===== src/hw/rtl/token_bucket_window_rate_limiter_unit_defines.svh =====
// Assertion macros shared by the rate limiter RTL.
// Included by every module that carries concurrent assertions.
`ifndef TOKEN_BUCKET_WINDOW_RATE_LIMITER_UNIT_DEFINES_SVH
`define TOKEN_BUCKET_WINDOW_RATE_LIMITER_UNIT_DEFINES_SVH
`ifndef SYNTHESIS
// Checked property, disabled while reset is asserted.
`define TBW_ASSERT(lbl, clk, rstn, prop) \
  lbl: assert property (@(posedge clk) disable iff (!rstn) prop) \
    else $error("assertion failed");
// Checked property that also holds during reset.
`define TBW_ASSERT_ALWAYS(lbl, clk, prop) \
  lbl: assert property (@(posedge clk) prop) else $error("assertion failed");
`else
`define TBW_ASSERT(lbl, clk, rstn, prop)
`define TBW_ASSERT_ALWAYS(lbl, clk, prop)
`endif
`endif


===== src/hw/rtl/tbw_pkg.sv =====
// Package for the token bucket rate limiter: widths, constants and types.
// No dependencies; used by tbw_div and the top level.
`timescale 1ns / 1ps
package tbw_pkg;

  localparam int NumKeysDefault = 16;

  // Field widths.
  localparam int KeyW    = 4;
  localparam int EstW    = 16;
  localparam int TimeW   = 48;
  localparam int RetryW  = 26;
  localparam int RemW    = 32;
  localparam int ReqCntW = 32;
  localparam int TokCntW = 40;
  localparam int LevelW  = 30;
  localparam int RateW   = 20;
  localparam int NeedW   = 26;
  localparam int RelW    = 31;
  localparam int ProdW   = RelW + RateW;
  localparam int WelW    = 16;

  // Shared divider geometry.
  localparam int DivNW   = LevelW;
  localparam int DivDW   = RateW;
  localparam int DivCntW = $clog2(DivNW);

  // Reciprocal of 1000 for turning milli-tokens into whole tokens.
  localparam int RecipW     = 29;
  localparam int RecipShift = 38;
  localparam int MulW       = LevelW + RecipW;

  // Behavioral constants.
  localparam logic [WelW-1:0]   WindowMs      = 16'd60000;
  localparam logic [RateW-1:0]  DefaultRate   = 20'd1000;
  localparam logic [LevelW-1:0] DefaultLevel  = 30'd1000000;
  localparam logic [RemW-1:0]   NoLimitRem    = 32'd999;
  localparam logic [RemW-1:0]   UnarmedRem    = 32'd1000;
  localparam logic [9:0]        MilliPerToken = 10'd1000;
  localparam logic [TimeW-1:0]  RelLimit      = 48'd1073741824;
  localparam logic [RecipW-1:0] Recip1000     = 29'd274877907;

  typedef enum logic [1:0] {
    REQ_ALLOW = 2'd0,
    REQ_SET   = 2'd1,
    REQ_RESET = 2'd2,
    REQ_USAGE = 2'd3
  } req_type_e;

  typedef enum logic [1:0] {
    CFG_MAX_REQ = 2'd0,
    CFG_MAX_TOK = 2'd1,
    CFG_RATE    = 2'd2,
    CFG_BURST   = 2'd3
  } cfg_index_e;

  typedef enum logic [9:0] {
    ST_IDLE  = 10'b0000000001,
    ST_WIN   = 10'b0000000010,
    ST_LIM   = 10'b0000000100,
    ST_REL   = 10'b0000001000,
    ST_MUL   = 10'b0000010000,
    ST_ADD   = 10'b0000100000,
    ST_SPEND = 10'b0001000000,
    ST_DIV1  = 10'b0010000000,
    ST_CNT   = 10'b0100000000,
    ST_DONE  = 10'b1000000000
  } state_e;

  // One bucket table entry.
  typedef struct packed {
    logic [LevelW-1:0]  lvl;
    logic [TimeW-1:0]   lr;
    logic [TimeW-1:0]   ws;
    logic [ReqCntW-1:0] rc;
    logic [TokCntW-1:0] tc;
  } entry_t;

  // Control and status between the sequencer and the divider.
  typedef struct packed {
    logic             start;
    logic [DivNW-1:0] dividend;
    logic [DivDW-1:0] divisor;
  } div_req_t;

  typedef struct packed {
    logic             busy;
    logic             done;
    logic [DivNW-1:0] quotient;
  } div_rsp_t;

endpackage


===== src/hw/rtl/tbw_div.sv =====
// Shared restoring divider, one quotient bit per cycle.
// Depends on tbw_pkg for widths and the request and response structs.
`timescale 1ns / 1ps
module tbw_div (
  input  logic              clk_i,
  input  logic              rst_ni,
  input  tbw_pkg::div_req_t req_i,
  output tbw_pkg::div_rsp_t rsp_o
);
  import tbw_pkg::*;

  logic               busy_q, busy_d;
  logic               done_q, done_d;
  logic [DivCntW-1:0] cnt_q, cnt_d;
  logic [DivDW-1:0]   rem_q, rem_d;
  logic [DivNW-1:0]   quo_q, quo_d;
  logic [DivDW-1:0]   dsr_q, dsr_d;
  logic [DivDW:0]     trial;

  // One restoring step per cycle; the dividend shifts out as quotient bits shift in.
  always_comb begin
    busy_d = busy_q;
    done_d = 1'b0;
    cnt_d  = cnt_q;
    rem_d  = rem_q;
    quo_d  = quo_q;
    dsr_d  = dsr_q;
    trial  = {rem_q, quo_q[DivNW-1]};
    if (req_i.start) begin
      busy_d = 1'b1;
      cnt_d  = '0;
      rem_d  = '0;
      quo_d  = req_i.dividend;
      dsr_d  = req_i.divisor;
    end else if (busy_q) begin
      if (trial >= {1'b0, dsr_q}) begin
        rem_d = DivDW'(trial - {1'b0, dsr_q});
        quo_d = {quo_q[DivNW-2:0], 1'b1};
      end else begin
        rem_d = trial[DivDW-1:0];
        quo_d = {quo_q[DivNW-2:0], 1'b0};
      end
      cnt_d = cnt_q + 1'b1;
      if (cnt_q == DivCntW'(DivNW - 1)) begin
        busy_d = 1'b0;
        done_d = 1'b1;
      end
    end
  end

  always_ff @(posedge clk_i or negedge rst_ni) begin
    if (!rst_ni) begin
      busy_q <= 1'b0;
      done_q <= 1'b0;
      cnt_q  <= '0;
    end else begin
      busy_q <= busy_d;
      done_q <= done_d;
      cnt_q  <= cnt_d;
    end
  end

  always_ff @(posedge clk_i) begin
    rem_q <= rem_d;
    quo_q <= quo_d;
    dsr_q <= dsr_d;
  end

  assign rsp_o.busy     = busy_q;
  assign rsp_o.done     = done_q;
  assign rsp_o.quotient = quo_q;

endmodule

===== config.mk =====
export PLATFORM = sky130hd
export DESIGN_NAME = tbw_div
export DESIGN_NICKNAME = d
export VERILOG_FILES = /design/src/hw/rtl/token_bucket_window_rate_limiter_unit_defines.svh /design/src/hw/rtl/tbw_pkg.sv /design/src/hw/rtl/tbw_div.sv
export SDC_FILE = /design/constraint.sdc
export NUM_CORES = 1
export LEC_CHECK = 0
export ABC_CLOCK_PERIOD_IN_PS = 5700
export CORE_MARGIN = 8
export CORE_UTILIZATION = 50
export CTS_CLUSTER_DIAMETER = 200
export DETAILED_ROUTE_END_ITERATION = 8
export DONT_BUFFER_PORTS = 1
export GPL_TIMING_DRIVEN = 0
export PLACE_DENSITY = 0.75
export SLEW_MARGIN = 25
export SYNTH_ARGS = -nofsm -noshare
export SYNTH_HDL_FRONTEND = slang
export SYNTH_SLANG_ARGS = --single-unit

===== constraint.sdc =====
create_clock -name clk_i -period 5.7 [get_ports clk_i]
set_clock_uncertainty 0.05 [all_clocks]
set_input_delay 0.285 -clock clk_i [delete_from_list [all_inputs] [get_ports clk_i]]
set_output_delay 0.285 -clock clk_i [all_outputs]
set_load 0.05 [all_outputs]

* Word level (Yosys, flattened, before mapping)
Cells that the tools add are included.
Word-level totals: register bits after elaboration 77
Cells by class: equal/unequal tests 1, order comparisons 1, muxes and demuxes 12, reduce and logical (&&, ||, !) cells 1, add/sub/neg operators 2
Operators with widths (count):
- 2-to-1 mux 30 bit | 2
- >= comparator 21 x 20 -> 1 bit | 1
- 2-to-1 mux 20 bit | 1
- subtractor 20 bit | 1
- 2-to-1 mux 5 bit | 2
- 2-to-1 mux 1 bit | 7
- adder 5 x 1 -> 5 bit (second input constant) | 1
- == test 5 bit (second input constant) | 1
- nonzero test 2 bit | 1

* Logic depth before layout (Yosys ltp)
word-level depth 4, mapped depth 12

* Worst setup path after synthesis
OpenSTA, ideal clock, no wires.
kind flip-flop to flip-flop, start point register quo_q[29], end point register rem_q[8], data arrival time 2542 ps, slack 3023 ps, stages on the path, launching flop included 11, setup time 86 ps, data required time 5564 ps, buffers on the path 0, period minus slack after synthesis 2677 ps, cells stage by stage edfxtp_1 -> inv_1 -> ha_1 -> fa_1 -> nor2b_1 -> o31a_1 -> nor4_1 -> o41a_1 -> xnor2_1 -> mux2i_1 -> a211oi_1
Between the ends: cells in the longest elaborated chain, start to end 2, elaborated cells on any way between the ends 3
Ends and longest elaborated chain:
- start: declaration | line tbw_div.sv:16 | logic [DivNW-1:0] quo_q, quo_d;
- start signal: assignment | line tbw_div.sv:65 | quo_q <= quo_d;
- subtractor 20 bit or >= comparator 21 x 20 -> 1 bit (tied branches) | line tbw_div.sv:37, tbw_div.sv:36
- 2-to-1 mux 20 bit (*) | line tbw_div.sv:36 | if (trial >= {1'b0, dsr_q}) begin
- end signal: assignment | line tbw_div.sv:64 | rem_q <= rem_d;
- end: declaration | line tbw_div.sv:15 | logic [DivDW-1:0] rem_q, rem_d;
Mark *: on every way between the ends. The rest lies on a longest branch, timed or not. A chain may end at the register's enable or synchronous reset.

* Worst setup path in the final report
Ends and elaborated chain as after synthesis.

==> results.cfg <==
[synthesis]
syn_avg_cell_area_um2 = 11.20
yosys-top-cells-count = edfxtp_1 (50), inv_1 (31), mux2_2 (30)
synthesis.area_um2 = 4179
synth_edf_count = 50
yosysTopAreaCell = edfxtp_1
yosys.cell_types.count = 55
synthTopCellsByArea = edfxtp_1 (36%), dfxtp_1 (9.6%), mux2_2 (8.1%), ha_1 (6.6%), dfrtp_1 (4.2%)
synth_nets = 449
ys_ff_latch = 77
synth_cells = 373
async_reset_ff_frac = 0.09091
synthFlopType = edfxtp_1
yosys.area.top_type_share = 0.3593
synth_seq_area_share = 0.4970
yosysMostFrequentCell = edfxtp_1
yosysWarnings = 0

[floorplanning]
fp.dieW_um = 107.4
initial_utilization = 0.5112
core-area_um2 = 8175
num_io_pins = 85
die_area_um2 = 11540
die_height_um = 107.4
row_count = 33

[power]
netSwitchingPower_uw = 393.3
share_seq_of_total_power = 0.586
power_density_nw_per_um2 = 267.7
cell_internal_pwr_uw = 866.9
peakVddDrop_mv = 0.1809
p_leak_uw = 0.001925
p_clk_frac = 0.306
p_sw_frac = 0.3121
power.total_uw = 1260
comb_power_share = 0.108

[routing]
wl_per_cell_um = 17.91
dr.pass1.iters = 4
viasPerCell = 5.729
wirelength_mm = 9.244
postRouteAntennaNets = 0
num_vias = 2956
route.detailed.drc = 0
initialDrtViolationCount = 195

[sta]
setup_viol = 0
layout_setup_ws_ns = 2.715
fin_crit_ns = 2.985
max_freq_ghz = 0.3350
rsz0062_at_grt = false
drv_slew = 0
slew_headroom = 0.4907
setup-tns-final_ns = 0
tightest_slew_ns = 0.7611
hold_viol_final = 0
timing.final.crit_share = 0.5237

[global_routing]
track_usage = 0.1634
grt_pass1_vias = 3022
overflow = 0
grt_max_degree = 31
antenna_found_initial = 0
grt_pass1_wl_mm = 14.90

[finish]
multi_input_area_um2 = 1891
fin_nets = 482
fin_area_um2 = 4707
seq_area_um2 = 2077
nFillCells = 695
syn_to_final_growth_pct = 12.63
diodes = 0
drive_above_1_share = 0.1484

[worst_setup_path]
critPathKind = flip-flop to flip-flop
worstSetupEndpointType = flip-flop
r2r_slack_ns = 2.71
worstPathRequired_ns = 5.92
cp-start-kind = flip-flop
arrival_ns = 3.21
crit_path_max_fanout = 5

[cts]
cts_max_path_buffers = 2
worst_skew_pair.late_latency_ns = 0.36
cts_tree = yes
cts_sinks = 77
clk_pin_slew_ns = 0.09
numCtsBuffers = 9
ctsResizeCount = 0
cts_root_buf = clkbuf_8
htree_num_levels = 3

[placement]
dp_hpwl_mm = 6.522
dp_worst_setup_slack_ns = 2.746
dpl_cell_area_um2 = 4310
routabilityCongestion = 0.8889
io_buffer_count = 0

[hold_path]
min_path_type = input pin to flip-flop

[job]
drv_cap = 0

[run_status]
status = finished clean
[final timing paths]
kind	startpoint	to	depth (start not counted)
setup / recovery	quo_q[29]$_DFFE_PP_	rem_q[8]$_SDFFE_PP0P_	10
hold / removal	req_i[20]	quo_q[0]$_DFFE_PP_	2
setup reg to reg	quo_q[29]$_DFFE_PP_	rem_q[8]$_SDFFE_PP0P_	10
hold reg to reg	rem_q[7]$_SDFFE_PP0P_	rem_q[7]$_SDFFE_PP0P_	2
max in group asynchronous	rst_ni	busy_q$_DFF_PN0_	1
min in group asynchronous	rst_ni	cnt_q[1]$_DFFE_PN0P_	1
[cells in the final DEF, fill, tap and decap left out, types with 10 or more instances in the layout]
cell	count
clkbuf_1	11
dfxtp_1	20
dlygate4sd3_1	21
edfxtp_1	50
ha_1	22
inv_1	30
mux2_2	30
mux2i_1	10
nand2_1	29
nand3_1	11
nor2_1	18
o21ai_0	15
xnor2_1	12
[routing by layer]
metal,track usage,part of all wire,vias to the layer above
met5,0,0,-
met4,0.08424,0.027,0
li1,-,-,1437
met3,0.04491,0.054,21
met2,0.2679,0.49,86
met1,0.1920,0.43,1412
[power groups by stage]
stage	sequential [uW]	clock (uW)	combinational, uW
global placement	752	0	114
finish	739	385	136
global route	744	415	150
detailed placement	753	0	118
floorplan	744	0	97.0
CTS	741	396	135
[final cells by class]
| cell class | instances | area share |
|---|---|---|
| Buffer | 17 | 0.02020 |
| Clock buffer | 9 | 0.02632 |
| Clock inverter | 7 | 0.01223 |
| Inverter | 31 | 0.02472 |
| Multi-Input combinational cell | 248 | 0.4016 |
| Sequential cell | 77 | 0.4413 |
| Tap cell | 105 | 0.02791 |
| Timing Repair Buffer | 22 | 0.04572 |
[worst max-delay path: stages (launching register included)]
cell and delay (ns):
edfxtp_1 0.69, inv_1 0.13, ha_1 0.26, fa_1 0.41, nor2b_1 0.16, o31a_1 0.26, nor4_1 0.07, o41a_1 0.43
xnor2_1 0.14, mux2i_1 0.08, a211oi_1 0.21
[sequential cells by signal, indices dropped and copies added, names as in the netlist]
register,flops
busy_q,1
cnt_q,5
done_q,1
dsr_q,20
quo_q,30
rem_q,20
[cells by family after synthesis]
kind of cell / count (synthesis) / share of synthesized area
AND/OR/NAND/NOR: 93 / 0.1072
flip-flops: 77 / 0.4970
AO/OA/AOI/OAI: 73 / 0.1299
buffers and inverters: 48 / 0.05060
multiplexers: 40 / 0.1048
adder cells (fa/ha/maj): 23 / 0.07066
XOR/XNOR: 19 / 0.03982
[per-stage QoR]
step	hold slack, ns	utilization	std cells
CTS	0.06192	0.5764	516
global route	0.07219	0.5758	516
finish	0.07093	0.5758	516
global placement	-0.06029	0.5272	478
floorplan	-0.06059	-	373
detailed placement	-0.06026	0.5272	478
[repair_timing]
| item | 4_1_cts | 5_1_grt |
|---|---|---|
| hold buffers | 22 | 0 |
| endpoints found under the hold margin | 47 | 0 |
| buffers inserted | 0 | 0 |
Note: power is estimated with default switching activity, not from simulation.
